$ cat config.mk
export PLATFORM = sky130hd
export DESIGN_NAME = sprite_motion_collision_engine_top
export DESIGN_NICKNAME = d
export VERILOG_FILES = /design/src/smce_pkg.sv /design/src/sprite_motion_collision_engine_top.sv /design/src/smce_ram.sv
export SDC_FILE = /design/constraint.sdc
export NUM_CORES = 1
export LEC_CHECK = 0
export BUFFER_PORTS_ARGS = -buffer_cell sky130_fd_sc_hd__buf_4
export CORE_MARGIN = 2
export CORE_UTILIZATION = 66
export CTS_BUF_LIST = sky130_fd_sc_hd__clkbuf_8 sky130_fd_sc_hd__clkbuf_16
export CTS_CLUSTER_SIZE = 10
export DETAILED_ROUTE_END_ITERATION = 10
export GPL_TIMING_DRIVEN = 0
export HOLD_SLACK_MARGIN = 0.02
export PLACE_DENSITY_LB_ADDON = 0.08
export SLEW_MARGIN = 10
export SYNTH_ARGS = -nofsm -noshare
export SYNTH_HDL_FRONTEND = slang
export SYNTH_HIERARCHICAL = 1
export SYNTH_SLANG_ARGS = --single-unit
$ cat constraint.sdc
create_clock -name i_clk -period 13.6 [get_ports i_clk]
set_input_delay 0 -clock i_clk [delete_from_list [all_inputs] [get_ports i_clk]]
set_output_delay 0 -clock i_clk [all_outputs]
set_load 0.02 [all_outputs]
$ cat src/smce_pkg.sv
package smce_pkg;

    // Field widths of one object and of the stream words.
    localparam int OBJ_W      = 3;
    localparam int POS_W      = 11;
    localparam int SIZE_W     = 8;
    localparam int DIR_W      = 4;
    localparam int TYPE_W     = 4;
    localparam int LIM_W      = 10;
    localparam int CMD_W      = 2;
    localparam int IN_DATA_W  = 56;
    localparam int OUT_DATA_W = 56;
    localparam int CFG_ADDR_W = 4;
    localparam int CFG_DATA_W = 32;

    localparam int NUM_OBJECTS_DEF = 8;

    // Bit positions of the two flags in the result word.
    localparam int OUT_COLLIDED_BIT = 0;
    localparam int OUT_NOTE_BIT     = 1;

    localparam logic [LIM_W-1:0] LEFT_RST   = 10'd10;
    localparam logic [LIM_W-1:0] TOP_RST    = 10'd10;
    localparam logic [LIM_W-1:0] RIGHT_RST  = 10'd310;
    localparam logic [LIM_W-1:0] BOTTOM_RST = 10'd230;

    localparam logic signed [DIR_W-1:0] DIR_POS = 4'sd1;
    localparam logic signed [DIR_W-1:0] DIR_NEG = -4'sd1;

    localparam logic [TYPE_W-1:0] TYPE_FIRST = 4'd1;
    localparam logic [TYPE_W-1:0] TYPE_LAST  = 4'd10;

    typedef enum logic [CMD_W-1:0] {
        CMD_LOAD,
        CMD_MOVE,
        CMD_COLLIDE,
        CMD_SHAPE
    } t_cmd;

    typedef enum logic [1:0] {
        REG_LEFT,
        REG_TOP,
        REG_RIGHT,
        REG_BOTTOM
    } t_reg;

    typedef struct packed {
        logic signed [POS_W-1:0]  x;
        logic signed [POS_W-1:0]  y;
        logic        [SIZE_W-1:0] w;
        logic        [SIZE_W-1:0] h;
        logic signed [DIR_W-1:0]  dx;
        logic signed [DIR_W-1:0]  dy;
        logic        [TYPE_W-1:0] typ;
    } t_entry;

    localparam int ENTRY_W = $bits(t_entry);

endpackage

$ cat src/sprite_motion_collision_engine_top.sv
// Channel   | Direction | Handshake                      | Contents
// ----------+-----------+--------------------------------+------------------------------------
// s_axis    | in        | s_axis_tvalid / s_axis_tready  | one command word (tuser = command)
// m_axis    | out       | m_axis_tvalid / m_axis_tready  | one result word per command
// apb       | in        | psel, penable, pwrite, pready  | screen limits, four registers
//
// The input takes one word at a time and stays closed while the command reads the
// object table, executes and, for a collide that hits two distinct objects, writes
// object b back; a collide also reads object b. The result word is registered in
// execution; the spacing is set by the one read and one write port of the object
// table RAM, which sees one object per cycle in each direction.
// Reset is synchronous and active low; it clears the control state and the limits.
// A stalled result is held in the output register while the next word is accepted;
// that word then waits in execution until the output register frees up.
module sprite_motion_collision_engine_top
    import smce_pkg::*;
#(
    parameter int NUM_OBJECTS = NUM_OBJECTS_DEF
) (
    input  logic                  i_clk,
    input  logic                  i_rst_n,

    input  logic                  s_axis_tvalid,
    output logic                  s_axis_tready,
    // tdata, lowest bit first: obj_a, obj_b, load_x, load_y, load_width,
    // load_height, load_dx, load_dy, load_type.
    input  logic [IN_DATA_W-1:0]  s_axis_tdata,
    // tuser: cmd.
    input  logic [CMD_W-1:0]      s_axis_tuser,

    output logic                  m_axis_tvalid,
    input  logic                  m_axis_tready,
    // tdata, lowest bit first: collided, note, pos_x, pos_y, dir_x, dir_y,
    // size_w, size_h, shape_type, then four zero bits.
    output logic [OUT_DATA_W-1:0] m_axis_tdata,

    input  logic                  psel,
    input  logic                  penable,
    input  logic                  pwrite,
    input  logic [CFG_ADDR_W-1:0] paddr,
    input  logic [CFG_DATA_W-1:0] pwdata,
    output logic [CFG_DATA_W-1:0] prdata,
    output logic                  pready
);

    localparam int AW = $clog2(NUM_OBJECTS);

    typedef enum logic [2:0] {
        S_IDLE,
        S_RDA,
        S_RDB,
        S_EXEC,
        S_WRB
    } t_state;

    // Object indexes wrap around the table size. The raw index is below eight,
    // so three conditional subtractions reduce it for any table of two or more.
    function automatic logic [AW-1:0] obj_index(input logic [OBJ_W-1:0] v);
        logic [OBJ_W-1:0] r;
        r = v;
        for (int k = 0; k < 3; k++) begin
            if (int'(r) >= NUM_OBJECTS) begin
                r = r - OBJ_W'(NUM_OBJECTS);
            end
        end
        return AW'(r);
    endfunction

    t_state                  r_state;
    t_cmd                    r_cmd;
    logic [AW-1:0]           r_ia;
    logic [AW-1:0]           r_ib;
    t_entry                  r_ld;
    t_entry                  r_ent_a;
    t_entry                  r_ent_b;
    t_entry                  r_new_b;
    logic                    r_out_valid;
    logic [OUT_DATA_W-1:0]   r_out_data;
    logic [LIM_W-1:0]        r_left;
    logic [LIM_W-1:0]        r_top;
    logic [LIM_W-1:0]        r_right;
    logic [LIM_W-1:0]        r_bottom;

    logic                    s_accept;
    logic                    slot_free;
    logic                    cfg_write;

    logic                    ram_we;
    logic [AW-1:0]           ram_waddr;
    logic [AW-1:0]           ram_raddr;
    t_entry                  ram_wdata;
    t_entry                  ram_rdata;

    t_entry                  n_ent_a;
    t_entry                  n_ent_b;
    logic                    n_collided;
    logic                    n_note;
    logic                    n_write_b;

    assign s_axis_tready = (r_state == S_IDLE);
    assign s_accept      = s_axis_tvalid && s_axis_tready;
    assign slot_free     = !r_out_valid || m_axis_tready;
    assign cfg_write     = psel && penable && pwrite && pready;

    assign pready        = 1'b1;
    assign m_axis_tvalid = r_out_valid;
    assign m_axis_tdata  = r_out_data;

    always_comb begin
        prdata = '0;
        unique case (t_reg'(paddr[3:2]))
            REG_LEFT:   prdata = CFG_DATA_W'(r_left);
            REG_TOP:    prdata = CFG_DATA_W'(r_top);
            REG_RIGHT:  prdata = CFG_DATA_W'(r_right);
            REG_BOTTOM: prdata = CFG_DATA_W'(r_bottom);
            default:    prdata = '0;
        endcase
    end

    // The table is read at object a on acceptance and at object b in the next
    // cycle; object a is written back when the result is produced, object b
    // in the following cycle. One command is in flight at a time, so no read
    // can overtake a pending write.
    assign ram_raddr = (r_state == S_IDLE) ? obj_index(s_axis_tdata[2:0]) : r_ib;
    assign ram_we    = ((r_state == S_EXEC) && slot_free) || (r_state == S_WRB);
    assign ram_waddr = (r_state == S_WRB) ? r_ib : r_ia;
    assign ram_wdata = (r_state == S_WRB) ? r_new_b : n_ent_a;

    smce_ram #(
        .WIDTH (ENTRY_W),
        .DEPTH (NUM_OBJECTS)
    ) u_table (
        .i_clk   (i_clk),
        .i_we    (ram_we),
        .i_waddr (ram_waddr),
        .i_wdata (ram_wdata),
        .i_raddr (ram_raddr),
        .o_rdata (ram_rdata)
    );

    // Command execution. All edge and box comparisons are done in 13-bit signed
    // arithmetic so that a limit minus a size may go negative without wrapping.
    always_comb begin
        logic signed [12:0] ax, ay, aw, ah;
        logic signed [12:0] bx, by, bw, bh;
        logic signed [12:0] lim_l, lim_t, lim_r, lim_b;
        logic signed [DIR_W-1:0] dx, dy;
        logic touch, a_below, b_below, a_right, b_right;
        logic flip_h, flip_v;

        ax = 13'(r_ent_a.x);
        ay = 13'(r_ent_a.y);
        aw = 13'(r_ent_a.w);
        ah = 13'(r_ent_a.h);
        bx = 13'(r_ent_b.x);
        by = 13'(r_ent_b.y);
        bw = 13'(r_ent_b.w);
        bh = 13'(r_ent_b.h);
        lim_l = 13'(r_left);
        lim_t = 13'(r_top);
        lim_r = 13'(r_right);
        lim_b = 13'(r_bottom);
        dx = r_ent_a.dx;
        dy = r_ent_a.dy;

        touch   = (ax + aw >= bx) && (ax <= bx + bw) && (ay + ah >= by) && (ay <= by + bh);
        a_below = (ay == by + bh);
        b_below = (by == ay + ah);
        a_right = (ax == bx + bw);
        b_right = (bx == ax + aw);
        flip_v  = a_below || b_below;
        flip_h  = (a_right || b_right) && !flip_v;
        if (flip_v && (a_right || b_right)) begin
            flip_h = 1'b1;
        end

        n_ent_a    = r_ent_a;
        n_ent_b    = r_ent_b;
        n_collided = 1'b0;
        n_note     = 1'b0;
        n_write_b  = 1'b0;

        unique case (r_cmd)
            CMD_LOAD: begin
                n_ent_a = r_ld;
            end
            CMD_MOVE: begin
                if (ax < lim_l) begin
                    dx     = DIR_POS;
                    n_note = 1'b1;
                end else if (ax > lim_r - aw) begin
                    dx     = DIR_NEG;
                    n_note = 1'b1;
                end
                if (ay < lim_t) begin
                    dy     = DIR_POS;
                    n_note = 1'b1;
                end else if (ay > lim_b - ah) begin
                    dy     = DIR_NEG;
                    n_note = 1'b1;
                end
                n_ent_a.dx = dx;
                n_ent_a.dy = dy;
                n_ent_a.x  = r_ent_a.x + POS_W'(dx);
                n_ent_a.y  = r_ent_a.y + POS_W'(dy);
            end
            CMD_COLLIDE: begin
                // An object colliding with itself always touches, and any
                // reversal lands on it twice, so its steps stay as they are.
                if (r_ia == r_ib) begin
                    n_collided = 1'b1;
                    n_note     = 1'b1;
                end else if (touch) begin
                    n_collided = 1'b1;
                    n_note     = 1'b1;
                    n_write_b  = 1'b1;
                    if (flip_h) begin
                        n_ent_a.dx = DIR_W'(-r_ent_a.dx);
                        n_ent_b.dx = DIR_W'(-r_ent_b.dx);
                    end
                    if (flip_v) begin
                        n_ent_a.dy = DIR_W'(-r_ent_a.dy);
                        n_ent_b.dy = DIR_W'(-r_ent_b.dy);
                    end
                end
            end
            CMD_SHAPE: begin
                case (r_ent_a.typ) inside
                    4'd1, 4'd2, 4'd3, 4'd5, 4'd6, 4'd10: begin
                        n_ent_a.h = r_ent_a.w;
                    end
                    4'd4: begin
                        n_ent_a.h = r_ent_a.h;
                    end
                    4'd7, 4'd8: begin
                        n_ent_a.w = r_ent_a.w >> 1;
                        n_ent_a.h = r_ent_a.w;
                    end
                    4'd9: begin
                        n_ent_a.h = r_ent_a.w >> 1;
                    end
                    default: begin
                        n_ent_a.h = r_ent_a.h;
                    end
                endcase
                if (r_ent_a.typ == TYPE_LAST) begin
                    n_ent_a.typ = TYPE_FIRST;
                end else if ((r_ent_a.typ >= TYPE_FIRST) && (r_ent_a.typ < TYPE_LAST)) begin
                    n_ent_a.typ = r_ent_a.typ + TYPE_W'(1);
                end
            end
            default: begin
                n_ent_a = r_ent_a;
            end
        endcase
    end

    always_ff @(posedge i_clk) begin
        if (!i_rst_n) begin
            r_state     <= S_IDLE;
            r_out_valid <= 1'b0;
            r_left      <= LEFT_RST;
            r_top       <= TOP_RST;
            r_right     <= RIGHT_RST;
            r_bottom    <= BOTTOM_RST;
        end else begin
            if (cfg_write) begin
                unique case (t_reg'(paddr[3:2]))
                    REG_LEFT:   r_left   <= pwdata[LIM_W-1:0];
                    REG_TOP:    r_top    <= pwdata[LIM_W-1:0];
                    REG_RIGHT:  r_right  <= pwdata[LIM_W-1:0];
                    REG_BOTTOM: r_bottom <= pwdata[LIM_W-1:0];
                    default:    r_left   <= r_left;
                endcase
            end

            // A new result fills the output register in the same cycle that a
            // waiting one leaves it.
            if ((r_state == S_EXEC) && slot_free) begin
                r_out_valid <= 1'b1;
            end else if (r_out_valid && m_axis_tready) begin
                r_out_valid <= 1'b0;
            end

            unique case (r_state)
                S_IDLE: begin
                    if (s_accept) begin
                        r_cmd      <= t_cmd'(s_axis_tuser);
                        r_ia       <= obj_index(s_axis_tdata[2:0]);
                        r_ib       <= obj_index(s_axis_tdata[5:3]);
                        r_ld.x     <= s_axis_tdata[16:6];
                        r_ld.y     <= s_axis_tdata[27:17];
                        r_ld.w     <= s_axis_tdata[35:28];
                        r_ld.h     <= s_axis_tdata[43:36];
                        r_ld.dx    <= s_axis_tdata[47:44];
                        r_ld.dy    <= s_axis_tdata[51:48];
                        r_ld.typ   <= s_axis_tdata[55:52];
                        r_state    <= S_RDA;
                    end
                end
                S_RDA: begin
                    r_ent_a <= ram_rdata;
                    r_state <= (r_cmd == CMD_COLLIDE) ? S_RDB : S_EXEC;
                end
                S_RDB: begin
                    r_ent_b <= ram_rdata;
                    r_state <= S_EXEC;
                end
                S_EXEC: begin
                    if (slot_free) begin
                        r_out_data  <= {4'b0000, n_ent_a.typ, n_ent_a.h, n_ent_a.w,
                                        n_ent_a.dy, n_ent_a.dx, n_ent_a.y, n_ent_a.x,
                                        n_note, n_collided};
                        r_new_b     <= n_ent_b;
                        r_state     <= n_write_b ? S_WRB : S_IDLE;
                    end
                end
                S_WRB: begin
                    r_state <= S_IDLE;
                end
                default: begin
                    r_state <= S_IDLE;
                end
            endcase
        end
    end

endmodule

$ cat src/smce_ram.sv
module smce_ram #(
    parameter int WIDTH = 50,
    parameter int DEPTH = 8,
    localparam int AW = (DEPTH > 1) ? $clog2(DEPTH) : 1
) (
    input  logic             i_clk,
    input  logic             i_we,
    input  logic [AW-1:0]    i_waddr,
    input  logic [WIDTH-1:0] i_wdata,
    input  logic [AW-1:0]    i_raddr,
    output logic [WIDTH-1:0] o_rdata
);

    logic [WIDTH-1:0] r_mem [DEPTH];
    logic [WIDTH-1:0] r_rdata;

    always_ff @(posedge i_clk) begin
        if (i_we) begin
            r_mem[i_waddr] <= i_wdata;
        end
        r_rdata <= r_mem[i_raddr];
    end

    assign o_rdata = r_rdata;

endmodule

# ---- After elaboration in Yosys (flattened, before gate mapping)
# Memories as Yosys holds them, arrays and structs flattened. A register that Yosys moved wholly into a read port is not among the register bits.
# Index checks and enable logic that the tools add are counted.
dict set report classes {
  add_sub_neg 13
  magnitude_cmp 10
  eq_ne 27
  muxes 51
  n_reduce_logical 32
}
# cell n
set op_table {}
lappend op_table {{case mux 32 bit (4 select lines)} 1}
lappend op_table {{2-to-1 mux 8 bit} 12}
lappend op_table {{2-to-1 mux 50 bit} 1}
lappend op_table {{adder 11 x 9 -> 12 bit} 4}
lappend op_table {{== test 11 x 12 -> 1 bit} 4}
lappend op_table {{2-to-1 mux 4 bit} 12}
lappend op_table {{case mux 22 bit (2 select lines)} 1}
lappend op_table {{case mux 16 bit (2 select lines)} 1}
lappend op_table {{>= comparator 12 x 11 -> 1 bit} 2}
lappend op_table {{<= comparator 11 x 12 -> 1 bit} 2}
lappend op_table {{case mux 8 bit (3 select lines)} 1}
lappend op_table {{adder 11 x 4 -> 11 bit} 2}
lappend op_table {{> comparator 11 bit} 2}
lappend op_table {{< comparator 11 bit} 2}
lappend op_table {{subtractor 10 x 8 -> 11 bit} 2}
lappend op_table {{== test 4 x 3 -> 1 bit, second input constant} 4}
lappend op_table {{negator 4 bit} 4}
lappend op_table {{2-to-1 mux 3 bit} 5}
lappend op_table {{2-to-1 mux 1 bit} 14}
lappend op_table {{AND reduction 2 bit} 7}
lappend op_table {{== test 4 bit, second input constant} 3}
lappend op_table {{case mux 3 bit (4 select lines)} 1}
lappend op_table {{logical AND 1 bit} 11}
lappend op_table {{== test 2 bit, second input constant} 4}
lappend op_table {{other kinds (22)} 31}
dict set report word_totals {
  ff_bits 304
  ram_bits 400
  in_bits 101
  out_inout_bits 91
  elab_cells 173
  n_memories 1
}
# memory words word_bits rd rd_ports_with_merged_regs write_ports line
set memory_table {}
lappend memory_table {u_table.r_mem 8 50 1 1 1 smce_ram.sv:14} ;# logic [WIDTH-1:0] r_mem [DEPTH];

# ---- Depth between registers and ports, before layout
# Gate-level depths: netlist of run 1.
dict set report logic_depth {
  word_depth 11
  ltp_mapped 30
  mapped_depth_nobuf 30
}

# ---- Modules after synthesis
# The synthesis of run 1 kept the hierarchy.
# mod instances cells_per_inst area_each_um2 seq_area_each_um2
set modules_own_cells {}
lappend modules_own_cells {sprite_motion_collision_engine_top 1 1615 17504.3 8688.3}
lappend modules_own_cells {smce_ram 1 641 16450.8 13012.5}

# ---- Least setup slack after synthesis of run 1
# OpenSTA, ideal clock, no wires.
dict set report synth_path {
  kind {register -> register}
  from {register r_state[0]}
  to {register r_state[2]}
  setup_ps 86
  arrival_ps 5558
  required_time_ps 13514
  setup_slack_ps 7956
  stages_incl_launch_ff 5
  path_buffers 1
  synth_period_minus_slack_ps 5644
  path_cell_list {dfxtp_1 > clkbuf_1 > nand3_1 > nor2_1 > and4b_1}
}
dict set report synth_via {
  elab_chain_cells 4
  word_cells_on_any_way 9
  classes_between {eq/ne: 5; mux: 1; reduce/logical: 3}
}
# element line
set synth_rtl {}
lappend synth_rtl {{start: declaration} sprite_motion_collision_engine_top.sv:69} ;# t_state r_state;
lappend synth_rtl {{start signal: assignment} sprite_motion_collision_engine_top.sv:303} ;# r_state <= (r_cmd == CMD_COLLIDE) ? S_RDB : S_EXEC;
lappend synth_rtl {{start signal: assignment} sprite_motion_collision_engine_top.sv:315} ;# r_state <= n_write_b ? S_WRB : S_IDLE;
lappend synth_rtl {{zero test 3 bit} {sprite_motion_collision_engine_top.sv:100, sprite_motion_collision_engine_top.sv:285}}
lappend synth_rtl {{logical AND 1 bit} sprite_motion_collision_engine_top.sv:101} ;# assign s_accept = s_axis_tvalid && s_axis_tready;
lappend synth_rtl {{!= test 2 x 1 -> 1 bit (no line)} n/a}
lappend synth_rtl {{AND reduction 2 bit (no line)} n/a}
# Parallel ways exist; a longest one is shown, timed or not.
# A chain may end at the register's enable or synchronous reset.

==> qor.yml, run 1 <==
worst_setup_path:
  critPathLaunchType: "flop"
  cp.arrival_ns: 8.20
  critPathCaptureType: "flop"
  cp_common_cell: "a21oi_1"
  cp_slowest_cell: "a211oi_1"
  crit_fanout: 8
  crit_type: "flop to flop"
  required_ns: 13.91
  max_stage_delay_ns: 0.82
pwr:
  ir_worst_vdd_mv: 0.153
  p_int_mw: 4.13
  p_leak_nw: 15.2
  power.share.clock: 0.379
  switching_share: 0.256
  power.switching_mw: 1.42
  combPwrFrac: 0.132
  power_frac_seq: 0.490
  p_per_area_nw_per_um2: 139
  p_total_mw: 5.56
synth:
  yosysTopAreaCellShare: 0.584
  syn_area_per_cell_um2: 15.1
  synth_compound_area_frac: 0.0719
  synthArstFlopShare: 0
  synthTopCellsByArea: "edfxtp_1 58%, mux4_1 7.7%, ha_1 6.2%"
  synth_ff_type: "edfxtp_1"
  synth_simple_gate_area_share: 0.0598
  synth_seq_cells: 754
  syn_inst: 2256
  synth_xor_area_frac: 0.0178
  synth_edf_count: 660
  ys_types: 82
  synth_mux_area_frac: 0.112
  ys_seq_area_frac: 0.639
  syn-cell-area_um2: 34000
  yosys.area_share.adder: 0.0670
  synth_top_family_by_area: "multiplexers"
  yosysWarnings: 6
  synth_top_area_cell: "edfxtp_1"
global_route:
  antenna_found_initial: 0
  grt_max_degree: 50
  grt_pass1_wl_mm: 141
  grt_use_total: 0.370
  overflow: 0
  grt_pass1_vias: 22200
timing:
  finalHoldViolCount: 0
  maxSlewHeadroom: 0.247
  rsz0062_at_grt: "false"
  min_period_over_period: 0.580
  slew_viol_final: 0
  fin_tns_setup_ns: 0
  clock.fmax_mhz: 127
  tightest_slew_ns: 1.12
  period_minus_slack_ns: 7.89
  setup_viol: 0
  skew_ns: 0.0386
clock_network:
  hold_buffers: 77
  cts_setup_buffers: 0
  clock_latency_ns: 0.66
  ctsResizeCount: 0
  cts_made_buffers: 87
  root_buffer: "clkbuf_16"
  clkSlewWorstSetupHoldPaths_ns: 0.06
  clock-sinks: 754
  tritoncts: "done"
  clock_path_buffers: 3
  htreeDepth: 3
drt:
  first_pass_iters: 6
  vias: 22000
  drt-total-wl_mm: 97.0
  viasPerCell: 6.53
  drtIter0Drc: 2627
  wire_per_inst_um: 28.8
  drtAntennaViolNets: 0
  remaining_drc_errors: 0
floorplanning:
  coreArea_um2: 51100
  die_w_um: 231
  die_h_um: 231
  dieArea_um2: 53300
  ios: 192
  rows: 83
  initial_utilization: 0.665
layout:
  nNetsFinal: 2905
  fill_cells: 2845
  final_cell_mix: "660 x edfxtp_1, 189 x inv_1, 179 x buf_4, 169 x ha_1, 167 x nand2_1"
  drive_above_1_share: 0.161
  design_area_um2: 40000
  n_antenna_cell: 0
  syn_to_final_growth_pct: 17.7
  mostFrequentLayoutCell: "edfxtp_1"
min_path:
  hold_class: "input port to flop"
flow_run:
  drv_cap: 0
place:
  post_dp_cell_area_um2: 36600
  place_congestion: 0.988
  port_buffers: 138
  dp_hpwl_mm: 64.5
status:
  status: "complete, no violations"
[through the flow]
stage	utilization	hold slack [ns]	setup WS, ns	std cells
after CTS	0.782	0.0259	6.05	3370
after detailed placement	0.717	0.179	6.14	3141
after global routing	0.782	0.0453	5.38	3370
after global placement	0.703	0.178	3.34	3099
after floorplan	-	0.0989	7.96	2281
final	0.782	0.0586	5.71	3370
[path summary, 6_finish.rpt]
check | endpoint | startpoint | slack (ns) | cells past startpoint
worst min register to register | r_new_b[3] | n_ent_b[3] | 0.42 | 0
worst max register to register | u_table/r_mem[1][38] | r_ent_a[12] | 5.71 | 29
worst min-delay path | r_top[9] | psel | 0.06 | 6
worst max-delay path | u_table/r_mem[1][38] | r_ent_a[12] | 5.71 | 29
[kinds of logic after synthesis]
kind of cell               count (synthesis)
DFF                                      754
and+or+nand+nor                          446
AOI/OAI and AO/OA                        374
buffers and inverters                    239
muxes                                    195
adders and majority gates                177
xor gates and xnor gates                  69
other                                      2
[synthesized netlist by cell type, types with 4 or more instances]
| master | count |
|---|---|
| nor3_1 | 17 |
| clkbuf_1 | 42 |
| o21ai_1 | 29 |
| nor3b_1 | 7 |
| and2_1 | 10 |
| and4_1 | 4 |
| xor2_1 | 24 |
| o21a_1 | 5 |
| a41oi_1 | 5 |
| dfxtp_1 | 94 |
| nand4_1 | 20 |
| a21o_1 | 22 |
| fa_1 | 8 |
| xnor2_1 | 45 |
| mux4_2 | 10 |
| mux4_1 | 100 |
| a21oi_1 | 99 |
| edfxtp_1 | 660 |
| mux2_2 | 77 |
| or2_1 | 4 |
| inv_1 | 134 |
| buf_6 | 11 |
| o211ai_1 | 9 |
| buf_2 | 6 |
| mux2i_1 | 6 |
| a22oi_1 | 32 |
| nand2b_1 | 15 |
| nand3_1 | 36 |
| o21bai_1 | 15 |
| buf_4 | 27 |
| nor2b_1 | 11 |
| a21boi_0 | 31 |
| ha_1 | 169 |
| a221oi_1 | 10 |
| o21ai_0 | 55 |
| a31oi_1 | 11 |
| nor2_1 | 127 |
| buf_1 | 17 |
| a211oi_1 | 8 |
| nand2_1 | 167 |
| a2bb2oi_1 | 6 |
| and3_1 | 10 |
[power by group through the flow]
| stage | combinational (mW) | clock [mW] | sequential [mW] |
|---|---|---|---|
| floorplan | 0.469 | 0 | 2.73 |
| global placement | 0.650 | 0 | 2.77 |
| detailed placement | 0.687 | 0 | 2.76 |
| CTS | 0.716 | 2.10 | 2.72 |
| global route | 0.788 | 2.21 | 2.72 |
| finish | 0.732 | 2.10 | 2.72 |
[critical path: cells and delay by family (launching register included)]
| family | cells | cell delay, ns |
|---|---|---|
| AO/OA/AOI/OAI | 16 | 4.66 |
| XOR/XNOR | 2 | 0.35 |
| adder cells (fa/ha/maj) | 5 | 1.40 |
| buffers and inverters | 3 | 0.18 |
| flip-flops | 1 | 0.58 |
| AND/OR/NAND/NOR | 3 | 0.37 |
[per-layer routing]
| layer | global-route usage | routed length [µm] |
|---|---|---|
| met5 | 0 | 0 |
| met4 | 0.164 | 4760 |
| met3 | 0.0711 | 9640 |
| met2 | 0.594 | 45600 |
| met1 | 0.497 | 37000 |
[state kept, by name (all words and copies together) (netlist names), 10 cells and up]
name / cells
u_table/r_mem: 400
m_axis_tdata: 52
r_ent_a: 50
r_ld: 50
r_new_b: 50
u_table/o_rdata: 50
n_ent_b: 42
r_bottom: 10
r_left: 10
r_right: 10
r_top: 10
[layout make-up]
cell class | instances | area, µm² | share of cell area
inverters | 135 | 507 | 0.0127
multi-input cells | 1288 | 11300 | 0.284
clock inverters | 63 | 355 | 0.00889
clock buffers | 89 | 2220 | 0.0554
repair buffers | 257 | 2410 | 0.0604
well taps | 680 | 851 | 0.0213
plain buffers | 104 | 583 | 0.0146
flip-flops and latches | 754 | 21700 | 0.543
No activity file was read; power rests on OpenSTA's default activity.
==> run 2, diff against run 1 <==
--- a/config.mk
+++ b/config.mk
@@ -5,9 +5,10 @@
 export SDC_FILE = /design/constraint.sdc
 export NUM_CORES = 1
 export LEC_CHECK = 0
+export ABC_AREA = 1
 export BUFFER_PORTS_ARGS = -buffer_cell sky130_fd_sc_hd__buf_4
 export CORE_MARGIN = 2
-export CORE_UTILIZATION = 66
+export CORE_UTILIZATION = 56
 export CTS_BUF_LIST = sky130_fd_sc_hd__clkbuf_8 sky130_fd_sc_hd__clkbuf_16
 export CTS_CLUSTER_SIZE = 10
 export DETAILED_ROUTE_END_ITERATION = 10
==> constraint.sdc (replaced) <==
create_clock -name i_clk -period 7.2 [get_ports i_clk]
set_input_delay 0 -clock i_clk [delete_from_list [all_inputs] [get_ports i_clk]]
set_output_delay 0 -clock i_clk [all_outputs]
set_load 0.02 [all_outputs]
==> qor.yml, run 2 <==
synth:
  yosysMostFrequentCell: "nand2_1"
  synth_ff_type: "edfxtp_1"
  yosysWarnings: 6  # unchanged
  syn_inst: 3697  # +64%
  synth_simple_gate_area_share: 0.175  # +0.115
  synth_mux_area_frac: 0.000276  # -0.112
  yosysTopAreaCellShare: 0.546  # -0.0373
  synth_xor_area_frac: 0.0142  # -0.00355
  ys_types: 56  # -32%
  synthTopCellsByArea: "edfxtp_1 55%, nand2_1 12%, inv_1 6.6%"
  synth_top_family_by_area: "simple AND/OR/NAND/NOR gates"
  syn-cell-area_um2: 36300  # +6.8%
  syn_area_per_cell_um2: 9.81  # -35%
  ys_seq_area_frac: 0.598  # -0.0408
  synth_edf_count: 660  # unchanged
  synth_top_area_cell: "edfxtp_1"
  synth_seq_cells: 754  # unchanged
  yosys.area_share.adder: 0.0627  # -0.00428
  synth_compound_area_frac: 0.0592  # -0.0127
  synthArstFlopShare: 0  # unchanged
  synth_common_cells: "1114 x nand2_1, 660 x edfxtp_1, 637 x inv_1"
timing:
  slew_viol_final: 0  # unchanged
  tightest_slew_ns: 1.06  # -0.0624 ns
  min_period_over_period: 0.906  # +0.325
  rsz0062_at_grt: "false"
  setup_slack_ns: 0.680  # -5.03 ns
  skew_ns: 0.0270  # -0.0116 ns
  finalHoldViolCount: 0  # unchanged
  maxSlewHeadroom: 0.294  # +0.0473
  hold_slack_ns: 0.0740  # +0.0154 ns
  setup_viol: 0  # unchanged
  period_minus_slack_ns: 6.52  # -1.37 ns
  clock.fmax_mhz: 153  # +21%
drt:
  drtAntennaViolNets: 0  # unchanged
  drtIter0Drc: 2946  # +12%
  first_pass_iters: 7  # +1
  wire_per_inst_um: 21.2  # -26%
  viasPerCell: 5.39  # -17%
  drt-total-wl_mm: 106  # +8.9%
  remaining_drc_errors: 0  # unchanged
  vias: 26900  # +22%
global_route:
  grt_use_total: 0.316  # -0.0535
  grt_pass1_vias: 25400  # +15%
  grt_max_degree: 26  # -48%
  antenna_found_initial: 3  # +3
  grt_pass1_wl_mm: 155  # +10%
  overflow: 0  # unchanged
min_path:
  worstHoldStart: "s_axis_tdata[4]"
  hold_class: "input port to flop"
layout:
  final_cell_mix: "1114 x nand2_1, 696 x inv_1, 660 x edfxtp_1, 273 x nand3_1, 181 x buf_4"
  mostFrequentLayoutCell: "nand2_1"
  design_area_um2: 42500  # +6.4%
  syn_to_final_growth_pct: 17.2
  drive_above_1_share: 0.0950  # -0.0656
  utilization: 0.662  # -0.120
  largest_register: "u_table/r_mem"
  nNetsFinal: 4338  # +49%
  multi_input_area_um2: 11500  # +1.3%
  largest_reg_flops: 400  # unchanged
  seq_area_um2: 21700  # unchanged
  fill_cells: 5091  # +79%
flow_run:
  drv_cap: 0  # unchanged
place:
  dp_hpwl_mm: 76.7  # +19%
  post_dp_cell_area_um2: 39100  # +6.8%
  dp_slack_ns: 0.551  # -5.59 ns
  port_buffers: 140  # +1.4%
  place_congestion: 0.946  # -4.2%
worst_setup_path:
  critPathCaptureType: "flop"
  cp_common_cell: "a21oi_1"
  cp-startpoint: "r_ent_a[12]"
  r2r_end: "u_table/r_mem[7][36]"
  critPathLaunchType: "flop"
  crit_fanout: 8  # unchanged
  cp.arrival_ns: 6.85  # -1.35 ns
  rr_worst_depth: 30  # +3.4%
  crit_end: "u_table/r_mem[7][36]"
  max_stage_delay_ns: 0.58  # -0.24 ns
  required_ns: 7.53  # -6.38 ns
  cp_slowest_cell: "a31oi_1"
  rrSetupSlack_ns: 0.68  # -5.03 ns
  r2r_start: "r_ent_a[12]"
  crit_type: "flop to flop"
clock_network:
  cts_made_buffers: 87  # unchanged
  clock-sinks: 754  # unchanged
  htreeDepth: 3  # unchanged
  clkSlewWorstSetupHoldPaths_ns: 0.06  # about the same
  clock_path_buffers: 3  # unchanged
  cts_setup_buffers: 0  # unchanged
  clock_latency_ns: 0.65  # about the same
  root_buffer: "clkbuf_16"
  tritoncts: "done"
floorplanning:
  dieArea_um2: 66800  # +25%
  rows: 93  # +12%
  ios: 192  # unchanged
  coreArea_um2: 64200  # +26%
  die_h_um: 259  # +12%
  die_w_um: 259  # +12%
  initial_utilization: 0.565  # -0.0998
pwr:
  p_per_area_nw_per_um2: 257  # +85%
  ir_worst_vdd_mv: 0.218  # +43%
  p_leak_nw: 19.2  # +26%
status:
  status: "complete, no violations"
==> run 2: changes by cell type after synthesis, moves of 23 or more <==
cell | before | now
nand3_1 | 36 | 273
a21oi_1 | 99 | 150
a21boi_0 | 31 | 4
inv_1 | 134 | 637
nand2_1 | 167 | 1114
xnor2_1 | 45 | 22
mux4_1 | 100 | 0
mux2_2 | 77 | 0
buf_2 | 6 | 34
o21ai_1 | 29 | 2
o21ai_0 | 55 | 88
==> run 2: worst min path at each step <==
stage,endpoint,slack (ns),cells past startpoint
after CTS,r_left[3],0.03,4
after detailed placement,r_ld[41],0.18,1
final,r_ib[1],0.07,2
after global routing,r_ld[32],0.06,2
after floorplan,r_cmd[0],0.1,0
after global placement,r_ld[33],0.18,1
==> run 2: metal layers <==
layer  wire length, µm  GRT usage  up-vias
met1             42900      0.419    12600
met5                13          0        -
li1                  -          -    12800
met2             48400      0.505     1208
met4              5130      0.147        2
met3              9090     0.0619      287
==> run 2: cell type report <==
| class | count | area share |
|---|---|---|
| diodes | 1 | 0.0000589 |
| plain buffers | 145 | 0.0204 |
| clock buffers | 89 | 0.0519 |
| clock inverters | 68 | 0.00813 |
| inverters | 643 | 0.0568 |
| multi-input cells | 2180 | 0.270 |
| flip-flops and latches | 754 | 0.511 |
| well taps | 855 | 0.0252 |
| repair buffers | 249 | 0.0569 |
==> run 2: worst max-delay path, delay by kind of cell, from the launching register on <==
| kind | cells | cell delay (ns) |
|---|---|---|
| compound gates | 15 | 2.99 |
| fa+ha+maj | 4 | 1.32 |
| buf+inv | 1 | 0.06 |
| flops | 1 | 0.52 |
| simple gates | 10 | 1.35 |
==> run 2: cell families (layout without fill, tap and decap cells) <==
family | count (synthesis) | after routing
xor+xnor | 59 | 59
fa+ha+maj | 177 | 177
flops | 754 | 754
other cells | 2 | 28
mux | 1 | 1
compound gates | 365 | 365
simple gates | 1551 | 1551
buf+inv | 788 | 1194
==> run 2: per-stage QoR <==
stage | power [mW] | std cells | setup TNS, ns
after floorplan | 6.36 | 3722 | 0
after global placement | 6.98 | 4717 | -133.78
after detailed placement | 7.01 | 4743 | 0
after CTS | 10.9 | 4983 | 0
after global routing | 11.4 | 4983 | 0
final | 10.9 | 4984 | 0
==> run 2: where the power goes <==
part | switching, mW | internal [mW]
Combinational | 1.23 | 0.594
Clock | 1.72 | 2.20
Sequential | 0.136 | 5.04
==> run 2: timing repair <==
item                                    CTS  global route
endpoints found under the setup margin    0             8
hold endpoints to repair                117             0
hold buffers                             83             0
gates resized for setup                   0             1
